[src/rtl/mf3_pkg.sv]
// Shared types, constants and compare helpers for the 3x3 median filter.
package mf3_pkg;

  localparam int unsigned MaxDim   = 256;
  localparam int unsigned AddrW    = $clog2(MaxDim);
  localparam int unsigned DimW     = AddrW + 1;
  localparam int unsigned PixW     = 8;
  localparam int unsigned WinSize  = 9;
  localparam int unsigned WinSide  = 3;

  // Register indexes on the configuration port
  localparam logic RegWidth  = 1'b0;
  localparam logic RegHeight = 1'b1;

  typedef logic [PixW-1:0] pix_t;

  // Three values in ascending order
  typedef struct packed {
    pix_t hi;
    pix_t mid;
    pix_t lo;
  } trip_t;

  // Per-item tags that travel alongside the data path
  typedef struct packed {
    pix_t             px;
    logic [AddrW-1:0] row;
    logic [AddrW-1:0] col;
    logic             has_med;
    logic             border;
    logic             last;
  } meta_t;

  function automatic trip_t sort3(input pix_t a, input pix_t b, input pix_t c);
    pix_t  x0, x1, x2, t;
    trip_t s;
    x0 = a;
    x1 = b;
    x2 = c;
    if (x0 > x1) begin
      t = x0; x0 = x1; x1 = t;
    end
    if (x1 > x2) begin
      t = x1; x1 = x2; x2 = t;
    end
    if (x0 > x1) begin
      t = x0; x0 = x1; x1 = t;
    end
    s.lo  = x0;
    s.mid = x1;
    s.hi  = x2;
    return s;
  endfunction

  function automatic pix_t max3(input pix_t a, input pix_t b, input pix_t c);
    pix_t m;
    m = (a > b) ? a : b;
    return (m > c) ? m : c;
  endfunction

  function automatic pix_t min3(input pix_t a, input pix_t b, input pix_t c);
    pix_t m;
    m = (a < b) ? a : b;
    return (m < c) ? m : c;
  endfunction

  function automatic pix_t med3(input pix_t a, input pix_t b, input pix_t c);
    trip_t s;
    s = sort3(a, b, c);
    return s.mid;
  endfunction

endpackage

[src/rtl/mf3_line_mem.sv]
// Line store RAM: one entry per column holding the two rows above.
module mf3_line_mem (
  input  logic                        clk_i,
  input  logic                        we_i,
  input  logic [mf3_pkg::AddrW-1:0]   waddr_i,
  input  logic [2*mf3_pkg::PixW-1:0]  wdata_i,
  input  logic                        re_i,
  input  logic [mf3_pkg::AddrW-1:0]   raddr_i,
  output logic [2*mf3_pkg::PixW-1:0]  rdata_o
);

  logic [2*mf3_pkg::PixW-1:0] mem_q [mf3_pkg::MaxDim];
  logic [2*mf3_pkg::PixW-1:0] rdata_q;

  // Write port
  always_ff @(posedge clk_i) begin
    if (we_i) begin
      mem_q[waddr_i] <= wdata_i;
    end
  end

  // Registered read port, held while no read is issued
  always_ff @(posedge clk_i) begin
    if (re_i) begin
      rdata_q <= mem_q[raddr_i];
    end
  end

  assign rdata_o = rdata_q;

endmodule

[config.mk]
export PLATFORM = sky130hd
export DESIGN_NAME = mf3_line_mem
export DESIGN_NICKNAME = d
export VERILOG_FILES = /design/src/rtl/mf3_pkg.sv /design/src/rtl/mf3_line_mem.sv
export SDC_FILE = /design/constraint.sdc
export NUM_CORES = 2
export LEC_CHECK = 0
export BUFFER_PORTS_ARGS = -buffer_cell sky130_fd_sc_hd__buf_2
export CELL_PAD_IN_SITES_DETAIL_PLACEMENT = 1
export CELL_PAD_IN_SITES_GLOBAL_PLACEMENT = 2
export CORE_MARGIN = 3
export CORE_UTILIZATION = 55
export DETAILED_ROUTE_END_ITERATION = 10
export GPL_ROUTABILITY_DRIVEN = 0
export PLACE_DENSITY_LB_ADDON = 0.1
export SYNTH_ARGS = -nofsm -noshare
export SYNTH_HDL_FRONTEND = slang
export SYNTH_SLANG_ARGS = --single-unit
[constraint.sdc]
create_clock -name clk_i -period 4.45 [get_ports clk_i]
set_input_delay 0.445 -clock clk_i [delete_from_list [all_inputs] [get_ports clk_i]]
set_output_delay 0.445 -clock clk_i [all_outputs]
set_load 0.01 [all_outputs]
# ---- Yosys cells after proc, flatten, opt, wreduce, memory -nomap -nowiden
# Memories as Yosys holds them, arrays and structs flattened. A register that Yosys moved wholly into a read port is not among the register bits.
# Index checks and enable logic that the tools add are counted.
dict set report classes {
  order_cmp 0
  n_shift 0
  bitwise_logic 0
  n_reduce_logical 0
  mul 0
  div 0
  addsub 0
  mux 2
  eq_ne 0
}
# op count
set op_table {}
lappend op_table {{1-bit two-way mux} 2}
dict set report word_totals {
  wordCells 3
  n_memories 1
  mem_bits_ro 0
  ram_bits 4096
  output_inout_bits 16
  register_bits 0
  latchBits 0
}
# name words width rd rd_clocked_by_memory_dff write_ports line_no
set memory_table {}
lappend memory_table {mem_q 256 16 1 1 1 mf3_line_mem.sv:12} ;# logic [2*mf3_pkg::PixW-1:0] mem_q [mf3_pkg::MaxDim];

# ---- Depth between registers and ports, before layout
dict set report logic_depth {
  word_depth 2
  mapped_depth 12
}

# ---- Worst setup path after synthesis
# No wires, ideal clock.
dict set report synth_timing {
  path_kind {input to register}
  from {input raddr_i[0] in the netlist's numbering}
  to {register rdata_q, in the netlist rdata_o[4] (read register of mem_q) (data pin)}
  n_path_buf 3
  setup_time_ns 0.265
  arrival_ns 2.429
  path_stages 8
  setup_slack_ns 1.756
  path_cell_list {buf_6 > buf_6 > buf_2 > mux4_2 > mux4_2 > a22o_1 > o32ai_2 > nor4_2}
}
# item line_no
set synth_rtl {}
lappend synth_rtl {{start: declaration} mf3_line_mem.sv:8} ;# input logic [mf3_pkg::AddrW-1:0] raddr_i,
lappend synth_rtl {{end: declaration} mf3_line_mem.sv:13} ;# logic [2*mf3_pkg::PixW-1:0] rdata_q;

==> results.toml <==
[timing]
finalCriticalPeriod_ns = 3.59
max_slew.worst_pin.slew_ns = 1.21
rsz0062_at_grt = "false"
tns_ns = 0
finalMaxSlewViolations = 0
fin_worst_skew_ns = 0.0424
max_freq_mhz = 278
finalSetupViolCount = 0
whs_ns = -0.0194
finalHoldViolCount = 9
max-slew-margin-rel_pct = 19.3
fin_crit_sh_pct = 80.7

[setup_path]
regToRegStartpoint = "mem_q[136][0]"
critPathCaptureType = "flop"
timing.rr.end = "rdata_o[0]"
path_max_fanout = 34
rrSetupSlack_ns = 1.28
required_ns = 5.22
worst_ep_arrival_time_ns = 4.36
worst-r2r-cell-count = 7
setup.worst_path.start_class = "input pin"
path_class = "in -> reg"

[placement]
port_buffers = 50
placed_cells = 11300
dp_hpwl_mm = 280

[power_and_ir_drop]
power_leakage_nw = 57.6
ir_worst_vdd_uv = 383
powerDensity_nw_per_um2 = 447

[floorplanning]
start_util_pct = 55.5
die_h_um = 543
die_w_um = 543
rows = 196
die_area_um2 = 295000
ios = 51
coreArea_um2 = 286000

[run_status]
violations = "hold timing"
status = "finished, violations left"

[routing]
first_iter_violations = 11400
drtPass1Iterations = 5
post_drt_wl_per_cell_um = 37.8
wirelength_mm = 457
ant_nets = 0
viasPerCell = 6.74
num_vias = 81600
route.detailed.drc = 0

[logic_synthesis]
synth_area_per_cell_um2 = 21.6
synth_compound_area_share_pct = 3.53
synth_common_cells = "edfxtp_1, mux4_2, mux2i_1"
synth_ff_type = "edfxtp_1"
syn-num-nets = 7395
yosysTopAreaCell = "edfxtp_1"
synth_cells = 7360
yosysWarnings = 0
synth_mux_area_share_pct = 15.5
synth_edf_count = 4112
synth-simple-area-share_pct = 1.57
synth_area_leaders = "edfxtp_1, mux4_2, mux2i_1"
syn_area_um2 = 159000
synth_xor_area_share_pct = 0
synth_top_family_by_area = "multiplexers"
ys_types = 51
synthArstFlopShare_pct = 0
yosysTopAreaCellShare_pct = 77.7
synth_seq_area_share_pct = 77.7
yosys.area_share.adder_pct = 0
ys_seq_elements = 4112
yosysMostFrequentCell = "edfxtp_1"

[worst_hold_path]
min_from = "wdata_i[14]"
hold_depth = 1
hold_class = "in -> reg"
min_to = "mem_q[247][14]"

[clock_network]
clock_tree.htree_level_count = 5
path_clk_slew_ns = 0.06
cts_tree = "done"
cts_buffers = 411
clk_root_buffer_cell = "clkbuf_16"
clock_path_buffers = 4
clock_latency_ns = 0.97
cts.sinks = 4112

[grt]
grt_max_degree = 128
antenna_found_initial = 30
track_usage_pct = 31.1
grt_pass1_wl_mm = 646
grt_overflow = 0
grt_pass1_vias = 83200

[flow_run]
drv_cap = 0

[final_layout]
areaGrowthSynthToFinish_pct = 13.3
fin_util_pct = 62.9
drive_above_1_share_pct = 26.5
layout.nets = 8017
layout.cells.non_filler = 12100
-- what timing repair did --
item                      in CTS  in global routing
hold buffers                  11                  0
setup buffers                  0                  0
hold endpoints to repair     223                  0
gates resized for setup        0                  0
-- cells in the final DEF (no fill, tap or decap), types with 97 or more instances in the layout --
master        n
edfxtp_1   4112
mux2i_1     565
o221ai_1    252
clkinv_1     97
o22ai_1     148
mux4_2      797
clkbuf_16   416
buf_4       535
a21oi_1     175
nor2_1      232
-- metal layers --
metal / global-route usage (%) / routed length [um] / vias up
li1: - / - / 32600
met1: 45.0 / 180000 / 44000
met2: 48.8 / 218000 / 4266
met3: 5.41 / 43000 / 736
met4: 10.4 / 16800 / 14
met5: 0 / 92 / -
-- worst max path at each step --
stage / start / endpoint / slack (ns) / depth (start not counted)
floorplan: raddr_i[0] / rdata_o[4] / 1.76 / 8
global placement: raddr_i[0] / rdata_o[13] / 0.08 / 10
detailed placement: raddr_i[0] / rdata_o[0] / 0.07 / 10
CTS: raddr_i[0] / rdata_o[13] / 1.07 / 10
global route: raddr_i[0] / rdata_o[13] / 0.65 / 10
finish: raddr_i[0] / rdata_o[13] / 0.86 / 10
-- sequential cells by signal, summed over array words and instances, names as in the netlist --
name and flops:
mem_q 4096, rdata_o 16
-- cells by family (layout without fill, tap and decap cells) --
group / after synthesis / count (layout)
AOI/OAI and AO/OA: 786 / 786
buffers and inverters: 456 / 1418
DFF: 4112 / 4112
muxes: 1450 / 1450
other: 0 / 13
and+or+nand+nor: 556 / 556
-- layout make-up --
class                           count  area (um2)
Multi-Input combinational cell   2792       33000
Sequential cell                  4112      123000
Tap cell                         3762        4710
Timing Repair Buffer              661        5880
Fill cell                       23000      106000
Antenna cell                       13        32.5
Inverter                            4        27.5
Clock inverter                    249        2210
Clock buffer                      504       10700
-- worst max-delay path, stage by stage --
cell      delay [ns]
buf_12          0.28
buf_12          0.27
buf_4           0.20
buf_4           0.55
mux2i_1         0.20
o221ai_1        0.28
o22ai_1         0.13
o21ai_0         0.82
nand4_1         0.60
nor4_1          0.43
-- per-stage QoR --
stage	worst slack, ns	instance area (um2)	power [mW]
floorplan	1.76	159000	45.7
global placement	0.0761	167000	47.6
CTS	1.07	180000	81.0
finish	0.857	180000	80.5
detailed placement	0.0680	167000	47.8
global route	0.647	180000	82.7
-- where the power goes --
part / leakage (nW) / internal (mW) / switching, mW
combinational: 14.3 / 1.42 / 2.77
clock: 6.31 / 19.0 / 14.6
sequential: 37.0 / 42.7 / 0.0482
total: 57.6 / 63.1 / 17.4
(Power assumes the default switching activity.)
